--- src/hdl/shash_pkg.sv ---
// Shared constants, types and helpers for the 32-bit string hash block.
`default_nettype none
package shash_pkg;

	localparam logic [31:0] MIX_C1   = 32'hcc9e2d51;
	localparam logic [31:0] MIX_C2   = 32'h1b873593;
	localparam logic [31:0] HASH_ADD = 32'he6546b64;
	localparam logic [31:0] FIN_M1   = 32'h85ebca6b;
	localparam logic [31:0] FIN_M2   = 32'hc2b2ae35;

	localparam logic [2:0] COUNT_FULL = 3'd4;

	localparam int FIFO_DEPTH_DEF = 4;

	// One scrambled key on its way from the front to the back.
	typedef struct packed {
		logic [31:0] key;
		logic [2:0]  count;
		logic        is_full;
		logic        last;
	} item_t;

	// Keeps the valid low-order bytes of a tail word.
	function automatic logic [31:0] tail_mask(input logic [2:0] count);
		logic [31:0] m;
		case (count)
			3'd0: m = 32'h00000000;
			3'd1: m = 32'h000000ff;
			3'd2: m = 32'h0000ffff;
			3'd3: m = 32'h00ffffff;
			default: m = 32'hffffffff;
		endcase
		return m;
	endfunction

endpackage
`default_nettype wire

--- src/hdl/shash_front.sv ---
// Front part: takes input beats, classifies them and scrambles the key word.
`default_nettype none
module shash_front
	import shash_pkg::*;
(
	input  wire logic        clk,
	input  wire logic        arst_n,
	input  wire logic        in_valid,
	output logic             in_stall,
	input  wire logic [31:0] data_word,
	input  wire logic [2:0]  byte_count,
	input  wire logic        last,
	input  wire logic        fifo_full,
	output logic             push,
	output item_t            push_item
);

	logic        adv;
	logic [2:0]  count_n;
	logic [31:0] masked;
	logic        v_s1, v_s2;
	item_t       meta_s1, item_s2;
	logic [31:0] rot_k1;

	// Non-last beats and counts above four are taken as a full word.
	assign count_n = (!last || !(byte_count inside {[3'd0:3'd4]})) ? COUNT_FULL : byte_count;
	assign masked  = data_word & tail_mask(count_n);

	assign adv      = !v_s2 || !fifo_full;
	assign in_stall = !adv;
	assign push     = v_s2 && !fifo_full;
	assign push_item = item_s2;
	// The first stage holds the key after the first multiply.
	assign rot_k1   = {meta_s1.key[16:0], meta_s1.key[31:17]};

	always_ff @(posedge clk or negedge arst_n) begin
		if (!arst_n) begin
			v_s1 <= 1'b0;
			v_s2 <= 1'b0;
		end else if (adv) begin
			v_s1 <= in_valid;
			v_s2 <= v_s1;
		end
	end

	always_ff @(posedge clk) begin
		if (adv) begin
			meta_s1.key     <= 32'(masked * MIX_C1);
			meta_s1.count   <= count_n;
			meta_s1.is_full <= (count_n == COUNT_FULL);
			meta_s1.last    <= last;
			item_s2.key     <= 32'(rot_k1 * MIX_C2);
			item_s2.count   <= meta_s1.count;
			item_s2.is_full <= meta_s1.is_full;
			item_s2.last    <= meta_s1.last;
		end
	end

endmodule
`default_nettype wire

--- src/hdl/shash_fifo.sv ---
// Short register queue that decouples the front from the back.
`default_nettype none
module shash_fifo
	import shash_pkg::*;
#(
	parameter int DEPTH = FIFO_DEPTH_DEF
) (
	input  wire logic  clk,
	input  wire logic  arst_n,
	input  wire logic  push,
	input  item_t      push_item,
	input  wire logic  pop,
	output item_t      head,
	output logic       not_empty,
	output logic       full
);

	localparam int PTR_W = (DEPTH > 1) ? $clog2(DEPTH) : 1;
	localparam int CNT_W = $clog2(DEPTH + 1);

	item_t             mem_q [DEPTH];
	logic [PTR_W-1:0]  wr_ptr_q, rd_ptr_q;
	logic [CNT_W-1:0]  cnt_q;
	logic              do_push, do_pop;

	assign full      = (cnt_q == CNT_W'(DEPTH));
	assign not_empty = (cnt_q != '0);
	assign do_push   = push && !full;
	assign do_pop    = pop && not_empty;
	assign head      = mem_q[rd_ptr_q];

	function automatic logic [PTR_W-1:0] next_ptr(input logic [PTR_W-1:0] p);
		return (p == PTR_W'(DEPTH - 1)) ? '0 : PTR_W'(p + 1'b1);
	endfunction

	always_ff @(posedge clk or negedge arst_n) begin
		if (!arst_n) begin
			wr_ptr_q <= '0;
			rd_ptr_q <= '0;
			cnt_q    <= '0;
		end else begin
			if (do_push) wr_ptr_q <= next_ptr(wr_ptr_q);
			if (do_pop)  rd_ptr_q <= next_ptr(rd_ptr_q);
			if (do_push && !do_pop)      cnt_q <= CNT_W'(cnt_q + 1'b1);
			else if (do_pop && !do_push) cnt_q <= CNT_W'(cnt_q - 1'b1);
		end
	end

	always_ff @(posedge clk) begin
		if (do_push) mem_q[wr_ptr_q] <= push_item;
	end

endmodule
`default_nettype wire

--- src/hdl/shash_back.sv ---
// Back part: folds keys into the running hash and runs the finalizer.
`default_nettype none
module shash_back
	import shash_pkg::*;
(
	input  wire logic        clk,
	input  wire logic        arst_n,
	input  wire logic [31:0] seed,
	input  item_t            head,
	input  wire logic        not_empty,
	output logic             pop,
	output logic             out_valid,
	input  wire logic        out_stall,
	output logic [31:0]      hash_value
);

	logic        adv;
	logic [31:0] acc_q, len_q;
	logic        mid_q;
	logic [31:0] h_base, len_base, hx, rot, h_full, h_new, len_new, fin_x;
	logic        v_s1, v_s2, v_s3, out_valid_q;
	logic [31:0] fin_s1, fin_s2, fin_s3, x13, out_hash_q;

	assign adv = !(out_valid_q && out_stall);
	assign pop = not_empty && adv;

	assign h_base   = mid_q ? acc_q : seed;
	assign len_base = mid_q ? len_q : '0;
	assign hx       = h_base ^ head.key;
	assign rot      = {hx[18:0], hx[31:19]};
	assign h_full   = 32'({rot[29:0], 2'b00} + rot + HASH_ADD);
	assign h_new    = head.is_full ? h_full : hx;
	assign len_new  = 32'(len_base + 32'(head.count));
	assign fin_x    = h_new ^ len_new;
	assign x13      = fin_s2 ^ (fin_s2 >> 13);

	assign out_valid  = out_valid_q;
	assign hash_value = out_hash_q;

	always_ff @(posedge clk or negedge arst_n) begin
		if (!arst_n) begin
			acc_q       <= '0;
			len_q       <= '0;
			mid_q       <= 1'b0;
			v_s1        <= 1'b0;
			v_s2        <= 1'b0;
			v_s3        <= 1'b0;
			out_valid_q <= 1'b0;
		end else if (adv) begin
			if (pop) begin
				acc_q <= h_new;
				len_q <= len_new;
				mid_q <= !head.last;
			end
			v_s1        <= pop && head.last;
			v_s2        <= v_s1;
			v_s3        <= v_s2;
			out_valid_q <= v_s3;
		end
	end

	always_ff @(posedge clk) begin
		if (adv) begin
			fin_s1     <= fin_x ^ (fin_x >> 16);
			fin_s2     <= 32'(fin_s1 * FIN_M1);
			fin_s3     <= 32'(x13 * FIN_M2);
			out_hash_q <= fin_s3 ^ (fin_s3 >> 16);
		end
	end

endmodule
`default_nettype wire

--- src/hdl/string_hash_32_top.sv ---
// Top level of the 32-bit string hash block.
// This block computes the 32-bit murmur-style hash of a byte string that
// arrives as little-endian 32-bit words, one word per input beat, with a
// valid-byte count and a last flag. Every non-last beat counts as four bytes;
// the last beat carries zero to four bytes, and a last beat with zero bytes
// closes the message (on its own it hashes the empty string). One output beat
// with the finished hash follows every last beat. The back reads the seed as
// it folds the first key of a message, so a new seed applies to each message
// whose first key it folds later. While the result side does not stall, the
// block takes one beat per clock cycle: the front scrambles each word in a
// two-stage multiply pipeline, a four-entry queue buffers the scrambled keys,
// and the back folds one key per cycle into the running hash, which is the
// only serial loop in the design. After its last beat is accepted, a hash
// passes through the two front stages, the queue, the fold with the first
// finalizer step, two more finalizer stages and the output register. Each
// side stalls on its own; the input stalls only once the queue has filled.
`default_nettype none
module string_hash_32_top
	import shash_pkg::*;
#(
	parameter int FIFO_DEPTH = FIFO_DEPTH_DEF
) (
	input  wire logic        clk,
	input  wire logic        arst_n,
	// Input beats.
	input  wire logic        in_valid,
	output logic             in_stall,
	input  wire logic [31:0] data_word,
	input  wire logic [2:0]  byte_count,
	input  wire logic        last,
	// Result beats.
	output logic             out_valid,
	input  wire logic        out_stall,
	output logic [31:0]      hash_value,
	// Seed register write.
	input  wire logic        cfg_valid,
	output logic             cfg_ready,
	input  wire logic [31:0] seed_value
);

	logic        seed_q;
	logic [31:0] seed_reg_q;
	logic        push, pop, fifo_full, fifo_not_empty;
	item_t       push_item, head;

	// The seed register can always take a write.
	assign cfg_ready = 1'b1;

	always_ff @(posedge clk or negedge arst_n) begin
		if (!arst_n) begin
			seed_reg_q <= '0;
			seed_q     <= 1'b0;
		end else if (cfg_valid && cfg_ready) begin
			seed_reg_q <= seed_value;
			seed_q     <= 1'b1;
		end
	end

	// The front classifies each beat and scrambles its word.
	shash_front u_front (
		.clk        (clk),
		.arst_n     (arst_n),
		.in_valid   (in_valid),
		.in_stall   (in_stall),
		.data_word  (data_word),
		.byte_count (byte_count),
		.last       (last),
		.fifo_full  (fifo_full),
		.push       (push),
		.push_item  (push_item)
	);

	shash_fifo #(
		.DEPTH (FIFO_DEPTH)
	) u_fifo (
		.clk       (clk),
		.arst_n    (arst_n),
		.push      (push),
		.push_item (push_item),
		.pop       (pop),
		.head      (head),
		.not_empty (fifo_not_empty),
		.full      (fifo_full)
	);

	// The back holds the running hash and the byte length of the open message.
	// Until the first write the seed reads as zero, which is the reset value.
	shash_back u_back (
		.clk        (clk),
		.arst_n     (arst_n),
		.seed       (seed_q ? seed_reg_q : 32'h0),
		.head       (head),
		.not_empty  (fifo_not_empty),
		.pop        (pop),
		.out_valid  (out_valid),
		.out_stall  (out_stall),
		.hash_value (hash_value)
	);

endmodule
`default_nettype wire

--- config.mk ---
export PLATFORM = sky130hd
export DESIGN_NAME = string_hash_32_top
export DESIGN_NICKNAME = d
export VERILOG_FILES = /design/src/hdl/shash_pkg.sv /design/src/hdl/shash_front.sv /design/src/hdl/shash_fifo.sv /design/src/hdl/shash_back.sv /design/src/hdl/string_hash_32_top.sv
export SDC_FILE = /design/constraint.sdc
export NUM_CORES = 2
export LEC_CHECK = 0
export BUFFER_PORTS_ARGS = -buffer_cell sky130_fd_sc_hd__clkbuf_2
export CORE_ASPECT_RATIO = 1.1
export CORE_MARGIN = 5
export CORE_UTILIZATION = 35
export CTS_CLUSTER_SIZE = 20
export DETAILED_ROUTE_END_ITERATION = 8
export GPL_TIMING_DRIVEN = 0
export MAX_ROUTING_LAYER = met4
export SETUP_SLACK_MARGIN = 0.5
export SYNTH_ARGS = -nofsm -noshare
export SYNTH_HDL_FRONTEND = slang
export SYNTH_HIERARCHICAL = 1
export SYNTH_SLANG_ARGS = --single-unit
--- constraint.sdc ---
create_clock -name clk -period 7 [get_ports clk]
set_input_delay 1.05 -clock clk [delete_from_list [all_inputs] [get_ports clk]]
set_output_delay 1.05 -clock clk [all_outputs]
set_load 0.02 [all_outputs]
==> results.json <==
{
  "synth_ff_type": "edfxtp_1",
  "regArea_um2": 13300,
  "synthTopCellsByArea": "fa_1 26%, edfxtp_1 19%, ha_1 18%, inv_1 8.6%, dfrtp_1 5.1%",
  "syn_nets": 6551,
  "cpLargestDelayFamily": "adder cells",
  "cts-root-buf": "clkbuf_16",
  "synth_top_family_by_area": "adder cells",
  "postSynthAreaPerCell_um2": 11.0,
  "finalCritPeriodShare_pct": 98.6,
  "critPathSlowestCell": "fa_2",
  "synth_top_area_cell": "fa_1",
  "die_w_um": 387,
  "crit_cells": 26,
  "synth_commonest_cells": "1257 x inv_1, 801 x ha_1, 717 x fa_1, 350 x edfxtp_1, 290 x xnor2_1",
  "status": "completed",
  "die-area_um2": 164000,
  "initial_utilization_pct": 35.1,
  "wl_per_cell_um": 20.0,
  "hold_viol": 0,
  "cts_tree": "yes",
  "r2r-start": "u_back/fin_s2[6]",
  "min_path_type": "in2async",
  "grt_pass1_vias": 38233,
  "setup_viol": 0,
  "reg2reg_depth": 26,
  "cts_max_level": 2,
  "hpwl_um": 123000,
  "maxSlewHeadroom_pct": 39.8,
  "max_stage_delay_ns": 0.55,
  "fin_nets": 6971,
  "antenna_found_initial": 7,
  "fp.coreArea_um2": 156000,
  "crit_path_end": "u_front/meta_s1[35]",
  "cp_data_required_time_ns": 7.43,
  "synth_edf_count": 350,
  "multiInputGateArea_um2": 38700,
  "clock_sinks": 461,
  "dr.pass1.iters": 5,
  "r2r-end": "u_back/fin_s3[31]",
  "areaGrowthSynthToFinish_pct": 18.0,
  "ys_seq_area_share_pct": 24.3,
  "synth_xor_area_share_pct": 7.10,
  "grt_start_max_net_pins": 102,
  "vias": 35672,
  "path_buf_inv": 4,
  "async_flop_share_pct": 24.1,
  "drtIter0Drc": 2009,
  "holdWs_ns": 0.195,
  "clock_skew_ns": 0.0536,
  "synth_cell_types": 94,
  "synth_top_area_share_pct": 26.3,
  "grtUsageTotal_pct": 18.7,
  "ys_seq_elements": 461,
  "synth_most_common_cell": "inv_1",
  "synthAdderAreaFrac_pct": 44.6,
  "drt-vias-per-instance": 4.76,
  "cp_max_fo": 5,
  "num_io_pins": 108,
  "synthMuxAreaShare_pct": 3.55,
  "layout-drive-gt1-share_pct": 17.2,
  "die_height_um": 424,
  "grt_setup_unrepaired": "yes",
  "numPortBuffers": 101,
  "cts_buffer_depth": 3,
  "fill_cells": 14888,
  "yosysWarningCount": 6,
  "path_class": "in2reg",
  "crit_path_start": "byte_count[2]",
  "slew_viol_final": 0,
  "gp_congestion": 0.921,
  "crit_arrival_ns": 7.34,
  "max_clock_freq_mhz": 145,
  "r2r_slack_ns": 0.17,
  "grt_pass1_wl_um": 229000,
  "fp-row-count": 152,
  "maxCapViolations": 0,
  "clkSlewWorstSetupHoldPaths_ns": 0.06,
  "clk_latency_ns": 0.68,
  "drcViolationCount": 0,
  "cts_made_buffers": 51,
  "synthCells": 4960,
  "synth_area_um2": 54600,
  "period_needed_ns": 6.90,
  "start_kind": "input port",
  "end_kind": "register",
  "tightestPinTransition_ns": 0.903,
  "drt-total-wl_um": 150000,
  "synth_compound_area_share_pct": 5.74,
  "final_util_pct": 41.4,
  "overflow": 0,
  "synthSimpleGateAreaFrac_pct": 5.26,
  "ant_nets": 0
}
## cell families after synthesis
group,count (synthesis)
other,1
muxes,131
buffers and inverters,1335
DFF,461
and+or+nand+nor,601
xor gates and xnor gates,436
AOI/OAI and AO/OA,477
adders and majority gates,1518
## cell usage in the layout, fill, tap and decap left out, types with 21 or more instances in the layout
cell type  count
a21o_1        56
a21oi_1      110
and2_1        53
and3_1        28
buf_4        225
buf_6         38
clkbuf_1      49
clkbuf_16     54
clkbuf_2     101
dfrtp_1      111
edfxtp_1     350
fa_1         681
fa_2          36
ha_1         706
ha_4          81
inv_1       1202
inv_2         45
mux2_4        31
mux2i_1       49
mux4_2        37
nand2_1      179
nand3_1       45
nor2_1       128
nor3_1        30
o21a_1        21
o21ai_0      100
o21bai_1      29
xnor2_1      280
xor2_1       122
## layout make-up
class,count,area share (%)
sequential,461,20.6
multi-input combinational,3164,60.0
clock inverter,38,0.691
buffer,77,0.777
inverter,1258,7.40
tap,2079,4.04
timing repair buffer,367,4.45
clock buffer,56,2.01
antenna,1,0.00388
## how the worst min path moves through the flow
stage / to / cells after the start
after floorplan: u_front/push_item[0] / 0
after global placement: u_front/push_item[3] / 0
after detailed placement: u_front/push_item[2] / 0
after CTS: u_back/out_valid / 1
after global routing: u_back/out_valid / 1
final: u_back/out_valid / 1
## flip-flops by register name, summed over array words and instances, names as in the netlist, 2 cells and up
signal and cells:
u_back/fin_s2 32, u_back/acc_q 32, u_back/hash_value 32, seed_reg_q 32, u_front/push_item 37, u_back/len_q 32
u_fifo/cnt_q 3, u_back/fin_s1 32, u_front/meta_s1 37, u_back/fin_s3 32, u_fifo/mem_q 148, u_fifo/rd_ptr_q 2
u_fifo/wr_ptr_q 2
## metrics by stage
step                      std cells  TNS, ns  area, um2  setup slack [ns]
final                          7501        0      64400            0.0988
after global placement         7140   -74.26      58200             -2.15
after detailed placement       7148   -17.17      58400             -1.32
after floorplan                4960   -0.600      55100            -0.282
after CTS                      7416  -0.0164      62900           -0.0164
after global routing           7501  -0.0154      64400           -0.0154
## repair_timing
action / in CTS / in global routing
cloned: 1 / 0
endpoints found under the hold margin: 0 / 0
pin swaps: 146 / 201
gates resized for setup: 239 / 206
hold buffers: 0 / 0
setup endpoints to repair: 43 / 34
buffers inserted: 173 / 84
## per-layer routing
layer  global-route usage, %  vias to the layer above  share of wire [%]
li1                        -                    16678                  -
met1                    23.2                    17933                 42
met2                    32.4                      803                 50
met3                    2.28                      258                4.2
met4                    5.17                        0                3.4
met5                       -                        -                  0
Power is left out: the tool's default activity adds up to more than one toggle a clock period on the data nets, which glitch-free logic cannot reach.
